## src/hw/rtl/spq_pkg.sv

```systemverilog
// Package for the stable minimum priority queue.
// Holds the command, result and entry types and the opcode and status codes.
// No dependencies.
package spq_pkg;

    localparam int TAG_W  = 16;
    localparam int PRIO_W = 8;

    localparam logic OP_INSERT = 1'b0;
    localparam logic OP_REMOVE = 1'b1;

    localparam logic [1:0] ST_INSERTED = 2'd0;
    localparam logic [1:0] ST_FULL     = 2'd1;
    localparam logic [1:0] ST_REMOVED  = 2'd2;
    localparam logic [1:0] ST_EMPTY    = 2'd3;

    typedef struct packed {
        logic              opcode;
        logic [TAG_W-1:0]  entry_tag;
        logic [PRIO_W-1:0] priority_req;
    } cmd_t;

    typedef struct packed {
        logic [1:0]        status;
        logic [TAG_W-1:0]  served_tag;
        logic [PRIO_W-1:0] served_priority;
    } res_t;

    typedef struct packed {
        logic [TAG_W-1:0]  tag;
        logic [PRIO_W-1:0] prio;
    } entry_t;

    // Control broadcast from the top level to every cell.
    typedef struct packed {
        logic insert_en;
        logic remove_en;
    } cell_ctl_t;

endpackage

```

## src/hw/rtl/stable_min_priority_queue.sv

```systemverilog
// Top level of the stable minimum priority queue.
// Instantiates a chain of spq_cell; depends on spq_pkg.
//
//   channel   ports                     transfer
//   -------   -----------------------   -------------------------------
//   command   start, busy, cmd          start high and busy low at edge
//   result    done, result              done high for one cycle, taken
//
// Each command is first registered, then executed: every cell of the chain
// shifts or holds at once. The result appears on result with done in the
// cycle after the execute cycle, and a new command may be transferred in
// that same cycle. busy is high in the execute cycle only, so no new
// command is taken while one executes, independent of fill level.
// Reset clears the fill count and the handshake flags; cell contents are
// not reset. The receiver cannot stall: a result is shown for one cycle.
//
// The chain is kept sorted by priority, and in arrival order among equal
// priorities, so cell 0 always holds the entry to serve next.
module stable_min_priority_queue
    import spq_pkg::*;
#(
    parameter int QUEUE_DEPTH = 64
)
(
    input  logic clk,
    input  logic rst_n,
    input  logic start,
    output logic busy,
    input  cmd_t cmd,
    output logic done,
    output res_t result
);

    localparam int CNT_W = $clog2(QUEUE_DEPTH + 1);
    localparam logic [CNT_W-1:0] DEPTH_CNT = CNT_W'(QUEUE_DEPTH);

    logic             cmd_valid_reg;
    cmd_t             cmd_reg;
    logic [CNT_W-1:0] count_reg;
    logic [CNT_W-1:0] count_next;
    logic             done_reg;
    res_t             result_reg;
    res_t             result_next;

    logic       is_full;
    logic       is_empty;
    cell_ctl_t  ctl;
    entry_t     new_entry;

    entry_t cell_entry [QUEUE_DEPTH];
    logic   cell_flag  [QUEUE_DEPTH];

    // Latch the command on transfer; execute it in the next cycle.
    always_ff @(posedge clk or negedge rst_n)
    begin
        if (!rst_n)
        begin
            cmd_valid_reg <= 1'b0;
        end
        else
        begin
            cmd_valid_reg <= start && !cmd_valid_reg;
        end
    end

    always_ff @(posedge clk)
    begin
        if (start && !cmd_valid_reg)
        begin
            cmd_reg <= cmd;
        end
    end

    assign busy = cmd_valid_reg;

    assign is_full  = (count_reg == DEPTH_CNT);
    assign is_empty = (count_reg == '0);

    // Drop an insert when full; a remove on empty touches nothing.
    assign ctl.insert_en = cmd_valid_reg && (cmd_reg.opcode == OP_INSERT) && !is_full;
    assign ctl.remove_en = cmd_valid_reg && (cmd_reg.opcode == OP_REMOVE) && !is_empty;

    assign new_entry.tag  = cmd_reg.entry_tag;
    assign new_entry.prio = cmd_reg.priority_req;

    // Cell chain: every cell sees the new entry and both neighbors.
    for (genvar i = 0; i < QUEUE_DEPTH; i++)
    begin : g_cell
        logic   left_flag;
        entry_t left_entry;
        entry_t right_entry;

        if (i == 0)
        begin : g_head
            assign left_flag  = 1'b0;
            assign left_entry = new_entry;
        end
        else
        begin : g_body
            assign left_flag  = cell_flag[i-1];
            assign left_entry = cell_entry[i-1];
        end

        if (i == QUEUE_DEPTH - 1)
        begin : g_tail
            assign right_entry = cell_entry[i];
        end
        else
        begin : g_inner
            assign right_entry = cell_entry[i+1];
        end

        spq_cell u_cell (
            .clk         (clk),
            .ctl         (ctl),
            .new_entry   (new_entry),
            .valid       (count_reg > CNT_W'(i)),
            .left_flag   (left_flag),
            .left_entry  (left_entry),
            .right_entry (right_entry),
            .entry       (cell_entry[i]),
            .flag        (cell_flag[i])
        );
    end

    // Advance the fill count and build the result for the executing command.
    always_comb
    begin
        count_next  = count_reg;
        result_next = '0;
        if (cmd_reg.opcode == OP_INSERT)
        begin
            result_next.status = is_full ? ST_FULL : ST_INSERTED;
        end
        else
        begin
            result_next.status = is_empty ? ST_EMPTY : ST_REMOVED;
        end
        if (ctl.insert_en)
        begin
            count_next = count_reg + 1'b1;
        end
        else if (ctl.remove_en)
        begin
            count_next                  = count_reg - 1'b1;
            result_next.served_tag      = cell_entry[0].tag;
            result_next.served_priority = cell_entry[0].prio;
        end
    end

    always_ff @(posedge clk or negedge rst_n)
    begin
        if (!rst_n)
        begin
            count_reg <= '0;
            done_reg  <= 1'b0;
        end
        else
        begin
            count_reg <= count_next;
            done_reg  <= cmd_valid_reg;
        end
    end

    always_ff @(posedge clk)
    begin
        if (cmd_valid_reg)
        begin
            result_reg <= result_next;
        end
    end

    assign done   = done_reg;
    assign result = result_reg;

    // Fill count never passes the chain length.
    a_count_bound: assert property (@(posedge clk) disable iff (!rst_n)
        count_reg <= DEPTH_CNT)
        else $error("fill count beyond queue depth");

    // The execute stage never runs in consecutive cycles.
    a_busy_pulse: assert property (@(posedge clk) disable iff (!rst_n)
        busy |=> !busy)
        else $error("busy held for two cycles");

    // A removal shrinks the count by one.
    a_remove_count: assert property (@(posedge clk) disable iff (!rst_n)
        done && (result.status == ST_REMOVED) |-> count_reg == $past(count_reg) - 1'b1)
        else $error("removal did not shrink the count");

    // The head of the chain is never larger than its neighbor.
    if (QUEUE_DEPTH > 1)
    begin : g_sorted_chk
        a_head_sorted: assert property (@(posedge clk) disable iff (!rst_n)
            (count_reg > CNT_W'(1)) |-> cell_entry[0].prio <= cell_entry[1].prio)
            else $error("queue head out of order");
    end

endmodule

```

## src/hw/rtl/spq_cell.sv

```systemverilog
// One cell of the sorted queue chain: holds a single entry.
// Depends on spq_pkg.
module spq_cell
    import spq_pkg::*;
(
    input  logic      clk,
    input  cell_ctl_t ctl,
    input  entry_t    new_entry,
    input  logic      valid,
    input  logic      left_flag,
    input  entry_t    left_entry,
    input  entry_t    right_entry,
    output entry_t    entry,
    output logic      flag
);

    entry_t entry_reg;
    entry_t entry_next;

    // The new entry belongs at or before this cell if the cell is empty or
    // holds a strictly larger priority; equal priorities keep arrival order.
    assign flag = !valid || (new_entry.prio < entry_reg.prio);

    always_comb
    begin
        entry_next = entry_reg;
        if (ctl.remove_en)
        begin
            entry_next = right_entry;
        end
        else if (ctl.insert_en && flag)
        begin
            entry_next = left_flag ? left_entry : new_entry;
        end
    end

    always_ff @(posedge clk)
    begin
        entry_reg <= entry_next;
    end

    assign entry = entry_reg;

endmodule
```

## config.mk

```make
export PLATFORM = sky130hd
export DESIGN_NAME = stable_min_priority_queue
export DESIGN_NICKNAME = d
export VERILOG_FILES = /design/src/hw/rtl/spq_pkg.sv /design/src/hw/rtl/stable_min_priority_queue.sv /design/src/hw/rtl/spq_cell.sv
export SDC_FILE = /design/constraint.sdc
export NUM_CORES = 2
export LEC_CHECK = 0
export BUFFER_PORTS_ARGS = -buffer_cell sky130_fd_sc_hd__buf_2
export CORE_MARGIN = 5
export CORE_UTILIZATION = 40
export DETAILED_ROUTE_END_ITERATION = 8
export HOLD_SLACK_MARGIN = 0.08
export SLEW_MARGIN = 30
export SYNTH_ARGS = -nofsm -noshare
export SYNTH_HDL_FRONTEND = slang
export SYNTH_SLANG_ARGS = --single-unit
```

## constraint.sdc

```tcl
create_clock -name clk -period 8.3 [get_ports clk]
set_input_delay 0.415 -clock clk [delete_from_list [all_inputs] [get_ports clk]]
set_output_delay 0.415 -clock clk [all_outputs]
set_load 0.03 [all_outputs]
```

==> impl_metrics.ini <==
[worst_setup_path]
crit_path_max_incr_delay_ps = 920
r2r_setup_slack_ps = 3420
crit_chain = nand2b_1 > or2_2 > buf_4 > and2_4 > buf_4 > nor2_8 > a21oi_4
cp-end-kind = flip-flop
critPathKind = reg -> reg
cp.arrival_ps = 5360
crit_path_start_kind = flip-flop
cp_max_fo = 82
required_ps = 8770
cpMaxStageDelayCell = dfrtp_1
crit_top_cell = buf_4
r2r.worst_path.cells = 7
regToRegStartpoint = count_reg[2]
regToRegEndpoint = g_cell[32].u_cell.entry[22]

[timing]
setup_violations = 0
worst_pin_slew_ps = 1070
maxSlewHeadroom_pct = 28.4
hold_violations = 0
period_needed_ps = 4880
drv_slew = 0
skew_ps = 79.7
tns_ps = 0
rsz0062_at_grt = false
timing.fmax_mhz = 205
fin_crit_sh_pct = 58.9

[hold_path]
hp-class = in -> reg
holdPathEnd = busy
hold_start = start
hold_depth = 3

[yosys]
netlist_top_cells_area = edfxtp_1, mux2i_1, ha_1, nand2_1, o21ai_0
yosysUniqueCellTypes = 74
synth.yosys.seq_area_share_pct = 52.2
synth_area_per_cell_um2 = 10.5
netlist.area_leader.share_pct = 51.9
synth_cells = 8752
synth_edf_count = 1587
synth-seq-cells = 1596
netlist_area_mm2 = 0.0918
synthArstFlopShare_pct = 0.564
synth_warnings = 0
syn_nets = 9232
synth_ff_type = edfxtp_1
synth_top_cell_by_area = edfxtp_1

[cts]
hold_buffers = 27
numCtsBuffers = 184
clk_path_buf_depth = 3
clkTransAtPathRegs_ps = 60
htreeDepth = 4
cts-root-buf = clkbuf_16
clkSinkCount = 1596
tritoncts = built
post_cts_buffers = 0
cts_resized = 0
clock_latency_ps = 890

[floorplanning]
core.rowCount = 175
die_w_um = 489
die_h_um = 489
core_mm2 = 0.228
die_area_mm2 = 0.239
initial_core_util_pct = 40.3
io_pins = 56

[drt]
routed_wirelength_um = 316000
wl_per_cell_um = 27.1
vias = 71426
drtAntennaViolNets = 0
viasPerCell = 6.14
drtPass1Iterations = 8
initialDrtViolationCount = 9487
drc = 0

[cells_and_area]
fin_cells = 11642
final_nets = 8952
syn_to_final_growth_pct = 10.9
largest_reg_flops = 1536
layout_common_cells = edfxtp_1, nand2_1, mux2i_1, o21ai_0, nor2_1
layout_commonest_cell = edfxtp_1
drive_above_1_share_pct = 8.40

[outcome]
status = finished, final reports clean

[place]
gp_congestion = 0.920
numPortBuffers = 55
hpwlAfterDp_um = 210000
placedCellCount = 11262

[global_routing]
grt_usage_pct = 25.5
grt_overflow_total = 0
grt_max_degree = 255
grt_pass1_vias = 68806
grt_pass1_wl_um = 461000
antenna_found_initial = 14

[job]
max-cap-violations = 0

[power_and_ir_drop]
power.density_mw_per_mm2 = 278
leakage_nw = 38.2
totalPowerFinal_mw = 28.3
irDropWorstVdd_v = 0.000242
power by group:
group | switching, mW | internal (mW) | total [mW]
Combinational | 5.02 | 2.88 | 7.91
Sequential | 1.12 | 10.9 | 12.1
Clock | 3.59 | 4.73 | 8.32
cell families after synthesis:
kind of cell / share of synthesized area (%)
buf+inv: 5.56
fa+ha+maj: 6.16
xor+xnor: 0.0668
mux: 10.9
flops: 52.2
compound gates: 13.7
simple gates: 11.4
cell usage after synthesis (6+ instances only):
master and n:
edfxtp_1 1587, nand2_1 1149, mux2i_1 969, o21ai_0 829
nor2_1 521, clkbuf_1 490, a21oi_1 482, nand3_1 458
inv_1 455, ha_1 452, o211ai_1 217, buf_2 213
a32oi_1 145, o221ai_1 98, nand2b_1 48, nand4_1 48
nor3_1 48, or3_1 47, a211oi_1 40, a2111oi_0 37
buf_1 35, a31oi_1 34, and2_1 33, nand3b_1 26
a221o_1 25, buf_6 25, mux2_2 24, o221a_2 24
and3_1 20, o31ai_1 16, o31a_1 14, or2_2 14
o21ai_1 12, o21a_1 10, a21o_1 9, a21oi_2 9
buf_4 9, dfrtp_1 9, nor3b_1 8, o32ai_1 6
metal layers:
metal	track usage (%)	share of wire, %
met1	35.4	41
met2	38.0	43
met3	5.35	10
met4	12.6	5.5
met5	0	0.025
per-stage QoR:
| stage | worst slack, ps | instance area, um2 | hold slack, ps | util, % |
|---|---|---|---|---|
| 2_1_floorplan | 3460 | 91800 | 119 | - |
| 3_3_place_gp | 3610 | 94900 | 373 | 41.6 |
| 3_5_place_dp | 3570 | 95300 | 378 | 41.8 |
| 4_1_cts | 3510 | 102000 | 171 | 44.6 |
| 5_1_grt | 3120 | 102000 | 187 | 44.7 |
| 6_report | 3420 | 102000 | 224 | 44.7 |
worst max-delay path: cells and delay by family, from the launching register on:
kind,cells,cell delay (ps)
DFF,1,920
buffers and inverters,2,1330
AOI/OAI and AO/OA,1,780
and+or+nand+nor,4,1350
worst max path at each step:
| stage | cells past startpoint | endpoint | from |
|---|---|---|---|
| CTS | 7 | g_cell[32].u_cell.entry[22] | count_reg[2] |
| global placement | 7 | g_cell[33].u_cell.entry[21] | count_reg[2] |
| floorplan | 9 | g_cell[36].u_cell.entry[0] | cmd_reg[2] |
| finish | 7 | g_cell[32].u_cell.entry[22] | count_reg[2] |
| detailed placement | 7 | g_cell[32].u_cell.entry[15] | count_reg[2] |
| global route | 7 | g_cell[32].u_cell.entry[18] | count_reg[2] |
final cells by class:
type | instances | area [um2]
sequential | 1596 | 47900
antenna | 5 | 12.5
clock buffer | 238 | 4850
tap | 3009 | 3760
inverter | 456 | 1710
clock inverter | 104 | 1240
fill | 21300 | 126000
timing repair buffer | 307 | 2760
multi-input combinational | 5927 | 39600
Power figures use the tool's default switching activity.
